File: src/assert_macros.svh
// Assertion macros used by the FIFO unit's top-level RTL file.
`ifndef ASSERT_MACROS_SVH
`define ASSERT_MACROS_SVH

// Check a property on every rising clock edge outside reset.
`define ASSERT_ALWAYS(lbl, prop, msg) \
   lbl: assert property (@(posedge clock) disable iff (reset) (prop)) else $error(msg);

// Check that a condition implies another in the same cycle.
`define ASSERT_IMPLY(lbl, ante, cons, msg) \
   lbl: assert property (@(posedge clock) disable iff (reset) (ante) |-> (cons)) else $error(msg);

// Check that a condition implies another in the cycle after.
`define ASSERT_NEXT(lbl, ante, cons, msg) \
   lbl: assert property (@(posedge clock) disable iff (reset) (ante) |=> (cons)) else $error(msg);

`endif

File: src/fqrn_pkg.sv
// Types, constants and helper functions shared by the FIFO unit's modules.
package fqrn_pkg;

   localparam int DEPTH  = 16;
   localparam int ADDR_W = (DEPTH > 1) ? $clog2(DEPTH) : 1;
   localparam int CNT_W  = $clog2(DEPTH + 1);
   localparam int DATA_W = 32;
   localparam int CAP_W  = 5;
   localparam int OCC_W  = 5;
   localparam int OP_W   = 2;
   localparam int CMP_W  = (CNT_W > CAP_W) ? CNT_W : CAP_W;

   localparam logic [CAP_W-1:0]  CAP_RESET = 5'd16;
   localparam logic [DATA_W-1:0] MOST_NEG  = {1'b1, {(DATA_W-1){1'b0}}};

   typedef enum logic [OP_W-1:0] {
      OP_ENQ = 2'd0,
      OP_DEQ = 2'd1,
      OP_RFN = 2'd2,
      OP_NOP = 2'd3
   } op_type;

   typedef enum logic [1:0] {
      ST_OK       = 2'd0,
      ST_FULL     = 2'd1,
      ST_EMPTY    = 2'd2,
      ST_NOTFOUND = 2'd3
   } status_type;

   typedef enum logic [2:0] {
      S_IDLE,
      S_DECIDE,
      S_DEQ_WAIT,
      S_SCAN,
      S_SHIFT,
      S_FINISH
   } state_type;

   typedef enum logic [1:0] {
      RD_HEAD,
      RD_NEXT1,
      RD_NEXT2
   } rd_sel_type;

   typedef enum logic [1:0] {
      RES_ZERO,
      RES_MOST_NEG,
      RES_RDATA
   } res_sel_type;

   typedef struct packed {
      logic        capture;
      logic        enq_write;
      logic        shift_write;
      rd_sel_type  rd_sel;
      logic        pos_clear;
      logic        pos_advance;
      logic        head_advance;
      logic        count_dec;
      logic        res_load;
      status_type  res_status;
      res_sel_type res_sel;
      logic        out_load;
   } cmd_type;

   typedef struct packed {
      op_type op;
      logic   empty;
      logic   full;
      logic   negative;
      logic   last;
      logic   out_free;
   } stat_type;

   // Next slot of the circular store.
   function automatic logic [ADDR_W-1:0] slot_inc(input logic [ADDR_W-1:0] addr);
      logic [ADDR_W-1:0] nxt;
      if (addr == ADDR_W'(DEPTH - 1)) begin
         nxt = '0;
      end else begin
         nxt = addr + ADDR_W'(1);
      end
      return nxt;
   endfunction

   // Slot that lies off places past head; the sum stays below twice the depth.
   function automatic logic [ADDR_W-1:0] slot_add(input logic [ADDR_W-1:0] head,
                                                  input logic [CNT_W-1:0]  off);
      logic [CNT_W:0] sum;
      sum = (CNT_W+1)'(head) + (CNT_W+1)'(off);
      if (sum >= (CNT_W+1)'(DEPTH)) begin
         sum = sum - (CNT_W+1)'(DEPTH);
      end
      return sum[ADDR_W-1:0];
   endfunction

endpackage

File: src/fqrn_dp.sv
// Datapath of the FIFO unit: entry store, pointers, result and output registers.
module fqrn_dp (
   input  logic                             clock,
   input  logic                             reset,
   input  logic [fqrn_pkg::OP_W-1:0]        req_operation,
   input  logic signed [fqrn_pkg::DATA_W-1:0] req_value_in,
   input  logic                             csr_write_enable,
   input  logic [fqrn_pkg::CAP_W-1:0]       csr_write_data,
   input  fqrn_pkg::cmd_type                cmd,
   output fqrn_pkg::stat_type               stat,
   output logic                             rsp_valid,
   input  logic                             rsp_ready,
   output logic [1:0]                       rsp_status,
   output logic signed [fqrn_pkg::DATA_W-1:0] rsp_value_out,
   output logic [fqrn_pkg::OCC_W-1:0]       rsp_occupancy
);

   logic [fqrn_pkg::DATA_W-1:0] entries_mem [fqrn_pkg::DEPTH];

   fqrn_pkg::op_type             op_ff;
   logic [fqrn_pkg::DATA_W-1:0]  val_ff;
   logic [fqrn_pkg::ADDR_W-1:0]  head_ff, head_in;
   logic [fqrn_pkg::CNT_W-1:0]   count_ff, count_in;
   logic [fqrn_pkg::CAP_W-1:0]   cap_ff;
   logic [fqrn_pkg::CNT_W-1:0]   pos_ff;
   logic [fqrn_pkg::ADDR_W-1:0]  slot_ff;
   logic [fqrn_pkg::DATA_W-1:0]  rdata_ff;
   fqrn_pkg::status_type         res_status_ff;
   logic [fqrn_pkg::DATA_W-1:0]  res_value_ff;
   logic                         rsp_valid_ff;
   fqrn_pkg::status_type         rsp_status_ff;
   logic [fqrn_pkg::DATA_W-1:0]  rsp_value_ff;
   logic [fqrn_pkg::OCC_W-1:0]   rsp_occ_ff;

   logic [fqrn_pkg::ADDR_W-1:0]  rd_addr;
   logic [fqrn_pkg::ADDR_W-1:0]  wr_addr;
   logic [fqrn_pkg::DATA_W-1:0]  wr_data;
   logic                         wr_en;
   logic [fqrn_pkg::CMP_W-1:0]   cap_eff;
   logic [fqrn_pkg::DATA_W-1:0]  res_value;

   // Capacity above the store depth saturates to the depth.
   always_comb begin
      if (fqrn_pkg::CMP_W'(cap_ff) > fqrn_pkg::CMP_W'(fqrn_pkg::DEPTH)) begin
         cap_eff = fqrn_pkg::CMP_W'(fqrn_pkg::DEPTH);
      end else begin
         cap_eff = fqrn_pkg::CMP_W'(cap_ff);
      end
   end

   always_comb begin
      case (cmd.rd_sel)
         fqrn_pkg::RD_NEXT1: rd_addr = fqrn_pkg::slot_inc(slot_ff);
         fqrn_pkg::RD_NEXT2: rd_addr = fqrn_pkg::slot_inc(fqrn_pkg::slot_inc(slot_ff));
         default:            rd_addr = head_ff;
      endcase
   end

   assign wr_en   = cmd.enq_write | cmd.shift_write;
   assign wr_addr = cmd.enq_write ? fqrn_pkg::slot_add(head_ff, count_ff) : slot_ff;
   assign wr_data = cmd.enq_write ? val_ff : rdata_ff;

   always_ff @(posedge clock) begin
      if (wr_en) begin
         entries_mem[wr_addr] <= wr_data;
      end
      rdata_ff <= entries_mem[rd_addr];
   end

   always_comb begin
      head_in  = cmd.head_advance ? fqrn_pkg::slot_inc(head_ff) : head_ff;
      count_in = count_ff;
      if (cmd.enq_write) begin
         count_in = count_ff + fqrn_pkg::CNT_W'(1);
      end else if (cmd.count_dec) begin
         count_in = count_ff - fqrn_pkg::CNT_W'(1);
      end
   end

   always_comb begin
      case (cmd.res_sel)
         fqrn_pkg::RES_MOST_NEG: res_value = fqrn_pkg::MOST_NEG;
         fqrn_pkg::RES_RDATA:    res_value = rdata_ff;
         default:                res_value = '0;
      endcase
   end

   always_ff @(posedge clock) begin
      if (reset) begin
         head_ff      <= '0;
         count_ff     <= '0;
         cap_ff       <= fqrn_pkg::CAP_RESET;
         rsp_valid_ff <= 1'b0;
      end else begin
         head_ff  <= head_in;
         count_ff <= count_in;
         if (csr_write_enable) begin
            cap_ff <= csr_write_data;
         end
         if (cmd.out_load) begin
            rsp_valid_ff <= 1'b1;
         end else if (rsp_ready) begin
            rsp_valid_ff <= 1'b0;
         end
      end
   end

   always_ff @(posedge clock) begin
      if (cmd.capture) begin
         op_ff  <= fqrn_pkg::op_type'(req_operation);
         val_ff <= req_value_in;
      end
      if (cmd.pos_clear) begin
         pos_ff  <= '0;
         slot_ff <= head_ff;
      end else if (cmd.pos_advance) begin
         pos_ff  <= pos_ff + fqrn_pkg::CNT_W'(1);
         slot_ff <= fqrn_pkg::slot_inc(slot_ff);
      end
      if (cmd.res_load) begin
         res_status_ff <= cmd.res_status;
         res_value_ff  <= res_value;
      end
      if (cmd.out_load) begin
         rsp_status_ff <= res_status_ff;
         rsp_value_ff  <= res_value_ff;
         rsp_occ_ff    <= fqrn_pkg::OCC_W'(count_ff);
      end
   end

   assign stat.op       = op_ff;
   assign stat.empty    = (count_ff == '0);
   assign stat.full     = (fqrn_pkg::CMP_W'(count_ff) >= cap_eff);
   assign stat.negative = rdata_ff[fqrn_pkg::DATA_W-1];
   assign stat.last     = ((fqrn_pkg::CNT_W+1)'(pos_ff) + (fqrn_pkg::CNT_W+1)'(1))
                          >= (fqrn_pkg::CNT_W+1)'(count_ff);
   assign stat.out_free = ~rsp_valid_ff | rsp_ready;

   assign rsp_valid     = rsp_valid_ff;
   assign rsp_status    = rsp_status_ff;
   assign rsp_value_out = rsp_value_ff;
   assign rsp_occupancy = rsp_occ_ff;

endmodule

File: src/fqrn_ctrl.sv
// Controller of the FIFO unit: sequences each operation over the datapath.
module fqrn_ctrl (
   input  logic               clock,
   input  logic               reset,
   input  logic               req_valid,
   output logic               req_ready,
   input  fqrn_pkg::stat_type stat,
   output fqrn_pkg::cmd_type  cmd
);

   fqrn_pkg::state_type state_ff, state_in;

   always_ff @(posedge clock) begin
      if (reset) begin
         state_ff <= fqrn_pkg::S_IDLE;
      end else begin
         state_ff <= state_in;
      end
   end

   always_comb begin
      state_in         = state_ff;
      req_ready        = 1'b0;
      cmd.capture      = 1'b0;
      cmd.enq_write    = 1'b0;
      cmd.shift_write  = 1'b0;
      cmd.rd_sel       = fqrn_pkg::RD_HEAD;
      cmd.pos_clear    = 1'b0;
      cmd.pos_advance  = 1'b0;
      cmd.head_advance = 1'b0;
      cmd.count_dec    = 1'b0;
      cmd.res_load     = 1'b0;
      cmd.res_status   = fqrn_pkg::ST_OK;
      cmd.res_sel      = fqrn_pkg::RES_ZERO;
      cmd.out_load     = 1'b0;

      unique case (state_ff)
         fqrn_pkg::S_IDLE: begin
            req_ready   = 1'b1;
            cmd.capture = req_valid;
            if (req_valid) begin
               state_in = fqrn_pkg::S_DECIDE;
            end
         end
         fqrn_pkg::S_DECIDE: begin
            unique case (stat.op) inside
               fqrn_pkg::OP_ENQ: begin
                  cmd.res_load = 1'b1;
                  if (stat.full) begin
                     cmd.res_status = fqrn_pkg::ST_FULL;
                  end else begin
                     cmd.enq_write = 1'b1;
                  end
                  state_in = fqrn_pkg::S_FINISH;
               end
               fqrn_pkg::OP_DEQ, fqrn_pkg::OP_RFN: begin
                  if (stat.empty) begin
                     cmd.res_load   = 1'b1;
                     cmd.res_status = fqrn_pkg::ST_EMPTY;
                     cmd.res_sel    = fqrn_pkg::RES_MOST_NEG;
                     state_in       = fqrn_pkg::S_FINISH;
                  end else if (stat.op == fqrn_pkg::OP_DEQ) begin
                     state_in = fqrn_pkg::S_DEQ_WAIT;
                  end else begin
                     cmd.pos_clear = 1'b1;
                     state_in      = fqrn_pkg::S_SCAN;
                  end
               end
               default: begin
                  cmd.res_load = 1'b1;
                  state_in     = fqrn_pkg::S_FINISH;
               end
            endcase
         end
         fqrn_pkg::S_DEQ_WAIT: begin
            cmd.res_load     = 1'b1;
            cmd.res_sel      = fqrn_pkg::RES_RDATA;
            cmd.head_advance = 1'b1;
            cmd.count_dec    = 1'b1;
            state_in         = fqrn_pkg::S_FINISH;
         end
         fqrn_pkg::S_SCAN: begin
            cmd.rd_sel = fqrn_pkg::RD_NEXT1;
            if (stat.negative) begin
               cmd.res_load = 1'b1;
               cmd.res_sel  = fqrn_pkg::RES_RDATA;
               state_in     = fqrn_pkg::S_SHIFT;
            end else if (stat.last) begin
               cmd.res_load   = 1'b1;
               cmd.res_status = fqrn_pkg::ST_NOTFOUND;
               state_in       = fqrn_pkg::S_FINISH;
            end else begin
               cmd.pos_advance = 1'b1;
            end
         end
         fqrn_pkg::S_SHIFT: begin
            cmd.rd_sel = fqrn_pkg::RD_NEXT2;
            if (stat.last) begin
               cmd.count_dec = 1'b1;
               state_in      = fqrn_pkg::S_FINISH;
            end else begin
               cmd.shift_write = 1'b1;
               cmd.pos_advance = 1'b1;
            end
         end
         fqrn_pkg::S_FINISH: begin
            if (stat.out_free) begin
               cmd.out_load = 1'b1;
               state_in     = fqrn_pkg::S_IDLE;
            end
         end
         default: begin
            state_in = fqrn_pkg::S_IDLE;
         end
      endcase
   end

endmodule

File: src/fifo_with_remove_first_negative_unit.sv
// Top level of the bounded FIFO unit with remove-first-negative.
//
//   channel   ports                                   direction
//   req       req_valid/req_ready, operation, value   in
//   rsp       rsp_valid/rsp_ready, status, value,     out
//             occupancy
//   csr       csr_write_enable, csr_write_data        in (capacity)
//
// One transaction is handled at a time. Enqueue, an ignored code and an empty
// queue go from the decide state straight to the finish state; dequeue passes
// through a read-wait state between them. Remove-first-negative scans the
// entries from the head and closes the gap after a negative one: the scan
// and the gap closing step one entry per cycle through the single registered
// read port of the entry store.
// Reset clears head, count, capacity (to 16) and the pending result; the store
// needs no clearing. A stalled rsp holds its result; the next req transaction
// is still taken and worked on, and only its final load waits for the slot.

`include "assert_macros.svh"

module fifo_with_remove_first_negative_unit (
   input  logic                               clock,
   input  logic                               reset,
   input  logic                               req_valid,
   output logic                               req_ready,
   input  logic [fqrn_pkg::OP_W-1:0]          req_operation,
   input  logic signed [fqrn_pkg::DATA_W-1:0] req_value_in,
   output logic                               rsp_valid,
   input  logic                               rsp_ready,
   output logic [1:0]                         rsp_status,
   output logic signed [fqrn_pkg::DATA_W-1:0] rsp_value_out,
   output logic [fqrn_pkg::OCC_W-1:0]         rsp_occupancy,
   input  logic                               csr_write_enable,
   input  logic [fqrn_pkg::CAP_W-1:0]         csr_write_data
);

   fqrn_pkg::cmd_type  cmd;
   fqrn_pkg::stat_type stat;

   // Conditions watched by the checks below.
   logic occ_ok;
   logic empty_shown;
   logic empty_ok;
   logic full_shown;

   // Sequence each transaction: decide, then a read wait or a scan and shift if needed, then finish.
   fqrn_ctrl u_ctrl (
      .clock     (clock),
      .reset     (reset),
      .req_valid (req_valid),
      .req_ready (req_ready),
      .stat      (stat),
      .cmd       (cmd)
   );

   // Hold the entries, pointers and the output register.
   fqrn_dp u_dp (
      .clock            (clock),
      .reset            (reset),
      .req_operation    (req_operation),
      .req_value_in     (req_value_in),
      .csr_write_enable (csr_write_enable),
      .csr_write_data   (csr_write_data),
      .cmd              (cmd),
      .stat             (stat),
      .rsp_valid        (rsp_valid),
      .rsp_ready        (rsp_ready),
      .rsp_status       (rsp_status),
      .rsp_value_out    (rsp_value_out),
      .rsp_occupancy    (rsp_occupancy)
   );

   assign occ_ok      = (rsp_occupancy <= fqrn_pkg::OCC_W'(fqrn_pkg::DEPTH));
   assign empty_shown = rsp_valid && (rsp_status == fqrn_pkg::ST_EMPTY);
   assign empty_ok    = (rsp_value_out == fqrn_pkg::MOST_NEG);
   assign full_shown  = rsp_valid && (rsp_status == fqrn_pkg::ST_FULL);

   // Occupancy reported never exceeds the store depth.
   `ASSERT_IMPLY(a_occ_bound, rsp_valid, occ_ok, "occupancy above depth")

   // An empty report always carries the most negative value.
   `ASSERT_IMPLY(a_empty_value, empty_shown, empty_ok, "empty result with wrong value")

   // A full report carries zero.
   `ASSERT_IMPLY(a_full_value, full_shown, rsp_value_out == '0, "full result with nonzero value")

   // After a transaction is taken, req_ready drops so that no other is taken on top of it.
   `ASSERT_NEXT(a_one_at_a_time, req_valid && req_ready, !req_ready, "req taken while busy")

endmodule

File: config.mk
export PLATFORM = sky130hd
export DESIGN_NAME = fifo_with_remove_first_negative_unit
export DESIGN_NICKNAME = d
export VERILOG_FILES = /design/src/fqrn_pkg.sv /design/src/fqrn_dp.sv /design/src/fqrn_ctrl.sv /design/src/fifo_with_remove_first_negative_unit.sv
export VERILOG_INCLUDE_DIRS = /design/src /design/src/src
export SDC_FILE = /design/constraint.sdc
export NUM_CORES = 1
export LEC_CHECK = 0
export ABC_AREA = 1
export BUFFER_PORTS_ARGS = -buffer_cell sky130_fd_sc_hd__buf_2
export CAP_MARGIN = 20
export CORE_MARGIN = 2
export CORE_UTILIZATION = 53
export CTS_CLUSTER_SIZE = 10
export DETAILED_ROUTE_END_ITERATION = 8
export GPL_TIMING_DRIVEN = 0
export PLACE_DENSITY_LB_ADDON = 0.3
export SLEW_MARGIN = 40
export SYNTH_ARGS = -nofsm -noshare
export SYNTH_HDL_FRONTEND = slang
export SYNTH_HIERARCHICAL = 1
export SYNTH_SLANG_ARGS = --single-unit
File: constraint.sdc
create_clock -name clock -period 4.74 [get_ports clock]
set_input_delay 0 -clock clock [delete_from_list [all_inputs] [get_ports clock]]
set_output_delay 0 -clock clock [all_outputs]
set_load 0.02 [all_outputs]
==> impl_metrics.ini <==
[sta]
slew_violations = 0
setup_viol = 0
rsz0062_at_grt = no
tightestPinTransition_ns = 0.844
fin_skew_ns = 0.0198
setup-tns-final_ns = 0
hold_viol = 0
slew_headroom_pct = 43.8
max_freq_mhz = 238
period_needed_ns = 4.20
fin_ws_ns = 0.544
post-route-period-util_pct = 88.5

[setup_path]
critPathLaunchType = flop
r2r-start = u_dp/count_ff[0]
path_common_cell = a21oi_1
max_stage_delay_ns = 0.59
crit_arrival_ns = 4.69
critPathKind = flop to flop
cp_slowest_cell = dfxtp_1
worstSetupEndpointType = flop
r2r_cells = 18
r2r_slack_ns = 0.54
worst-path-buf-inv = 5
r2r_end = u_dp/count_ff[4]
crit_family = buffers and inverters
required_ns = 5.24
path_cells = inv_1 > ha_1 > inv_1 > nand2_1 > a21oi_1 > o21bai_1 > a21oi_1 > o21bai_1 > nor2_1 > clkbuf_1 > clkinv_1 > clkbuf_2 > fa_1 > a21o_1 > a21oi_1 > o21ai_0 > o21ai_0 > a21oi_1
crit_fanout = 13

[drt]
route.detailed.drc = 0
totalWireLength_um = 77800
wl_per_cell_um = 21.6
vias = 20400
drtIter0Drc = 2551
drt_first_pass_iters = 6
via_per_inst = 5.67
ant_nets = 0

[grt]
antenna_found_initial = 0
grt_pass1_wl_um = 115000
track_usage_pct = 27.8
first_global_vias = 19500
grt_max_degree = 18
grt_overflow = 0

[synthesis]
synth_nets = 2674
synth.top_cells.by_area = edfxtp_1 (66%), nand2_1 (12%), nand3_1 (7.8%), dfxtp_1 (3.9%), inv_1 (3.1%)
synth_top_area_share_pct = 66.1
synth-seq-cells = 678
synth-main-ff-cell = edfxtp_1
synth_cells = 2601
synth_edf_count = 623
syn_area_per_cell_um2 = 10.9
netlist_top_cells_count = nand2_1 (936), edfxtp_1 (623), nand3_1 (439)
ys_seq_area_share_pct = 70.0
ys_warn_count = 6
synthesis.area_um2 = 28300
synth_async_sr_flop_share_pct = 0
yosysMostFrequentCell = nand2_1
synth_cell_types = 37
synthDominantAreaCellType = edfxtp_1

[finish]
syn_to_final_growth_pct = 17.7
drive_above_1_share_pct = 12.0
fillers = 3887
final_nets = 2929
diodes = 0
instances_no_fill = 3603

[place]
place_ws_ns = 0.370
io_buffers = 84
dpl.cell_count = 3411
dp_hpwl_um = 51200
routabilityCongestion = 0.856

[clocking]
htreeDepth = 3
path_clk_slew_ns = 0.06
cts_buffers = 78
cts_tree = done
cts-root-buf = clkbuf_16
cts.sinks = 678
clk_latency_ns = 0.63
cts_buffer_depth = 3

[worst_hold_path]
holdPathStages = 2
hold_end = u_dp/val_ff[6]
hold_path_class = input port to flop
hp-start = req_value_in[6]

[power]
peakVddDrop_mv = 0.438
p_per_area_nw_per_um2 = 661
p_leak_nw = 13.7

[job]
maxCapViolCount = 0

[outcome]
status = completed

[floorplanning]
io_pins = 85
core-area_um2 = 52700
die_x_um = 235
fp-row-count = 84
start_util_pct = 53.8
die_y_um = 235
die-area_um2 = 55300
stage by stage:
stage                     instance area [um2]  total power, mW  utilization (%)  hold slack [ns]
after floorplan                         28300             13.4                -           0.0691
after global placement                  29600             15.9             56.2            0.178
after detailed placement                30500             16.4             58.0            0.178
after CTS                               33300             21.9             63.3           0.0638
after global routing                    33300             23.0             63.3           0.0921
final                                   33300             22.0             63.3           0.0838
power breakdown:
part           internal, mW  switching, mW
clock network          3.17           2.28
registers              8.15          0.294
logic                  2.17           5.96
timing repair:
item                                   4_1_cts  5_1_grt
endpoints found under the hold margin       52        0
hold buffers                                53        0
setup buffers                                0        0
gates resized for setup                      0        2
setup endpoints to repair                    0        6
routing by layer:
metal / GRT usage, % / up-vias / wire length [um]
li1: - / 9238 / -
met1: 36.6 / 9800 / 29800
met2: 45.1 / 1193 / 36800
met3: 5.04 / 184 / 7940
met4: 12.8 / 0 / 3300
met5: 0 / - / 0
logic make-up (layout without fill, tap and decap cells):
kind of cell,count (synthesis),count (layout),share of synthesized area [%]
XOR/XNOR,8,8,0.248
AND/OR/NAND/NOR,1437,1437,21.2
flip-flops,678,678,70.0
buffers and inverters,377,691,5.80
adder cells (fa/ha/maj),29,29,1.33
AO/OA/AOI/OAI,72,72,1.41
worst max-delay path by stage:
stage,from,depth (start not counted),to,slack [ns]
final,u_dp/count_ff[0],18,u_dp/count_ff[4],0.54
after global routing,u_dp/count_ff[0],19,u_dp/count_ff[4],0.17
after CTS,u_dp/count_ff[0],17,u_dp/entries_mem[3][17],0.36
after detailed placement,u_dp/count_ff[0],17,u_dp/entries_mem[3][14],0.37
after global placement,u_dp/count_ff[0],15,u_dp/entries_mem[13][14],-1.41
after floorplan,u_dp/count_ff[0],15,u_dp/entries_mem[10][0],0.78
layout make-up:
class	instances	area (um2)	share of cell area [%]
plain buffers	135	738	2.22
clock buffers	133	2220	6.67
clock inverters	6	51.3	0.154
inverters	242	908	2.73
multi-input cells	1546	7000	21.0
flip-flops and latches	678	19800	59.4
well taps	688	861	2.58
repair buffers	175	1730	5.20
registers in the layout (all words and copies together) (netlist names):
| signal | count |
|---|---|
| u_ctrl/state_ff | 3 |
| u_dp/slot_ff | 4 |
| u_dp/head_ff | 4 |
| u_dp/res_status_ff | 2 |
| u_dp/res_value_ff | 32 |
| u_dp/entries_mem | 512 |
| u_dp/pos_ff | 5 |
| u_dp/rsp_valid | 1 |
| u_dp/cap_ff | 5 |
| u_dp/rdata_ff | 32 |
| u_dp/op_ff | 2 |
| u_dp/rsp_occupancy | 5 |
| u_dp/count_ff | 5 |
| u_dp/val_ff | 32 |
| u_dp/rsp_status | 2 |
| u_dp/rsp_value_out | 32 |
layout by cell type, fill, tap and decap left out, types with 25 or more instances in the layout:
cell	instances
o21ai_0	27
a21oi_1	29
dfxtp_1	55
inv_1	237
nand2_1	936
clkbuf_1	71
nand3_1	439
ha_1	27
dlygate4sd3_1	53
nor2_1	25
edfxtp_1	623
clkbuf_16	81
buf_2	165
No activity file was read; power rests on OpenSTA's default activity.
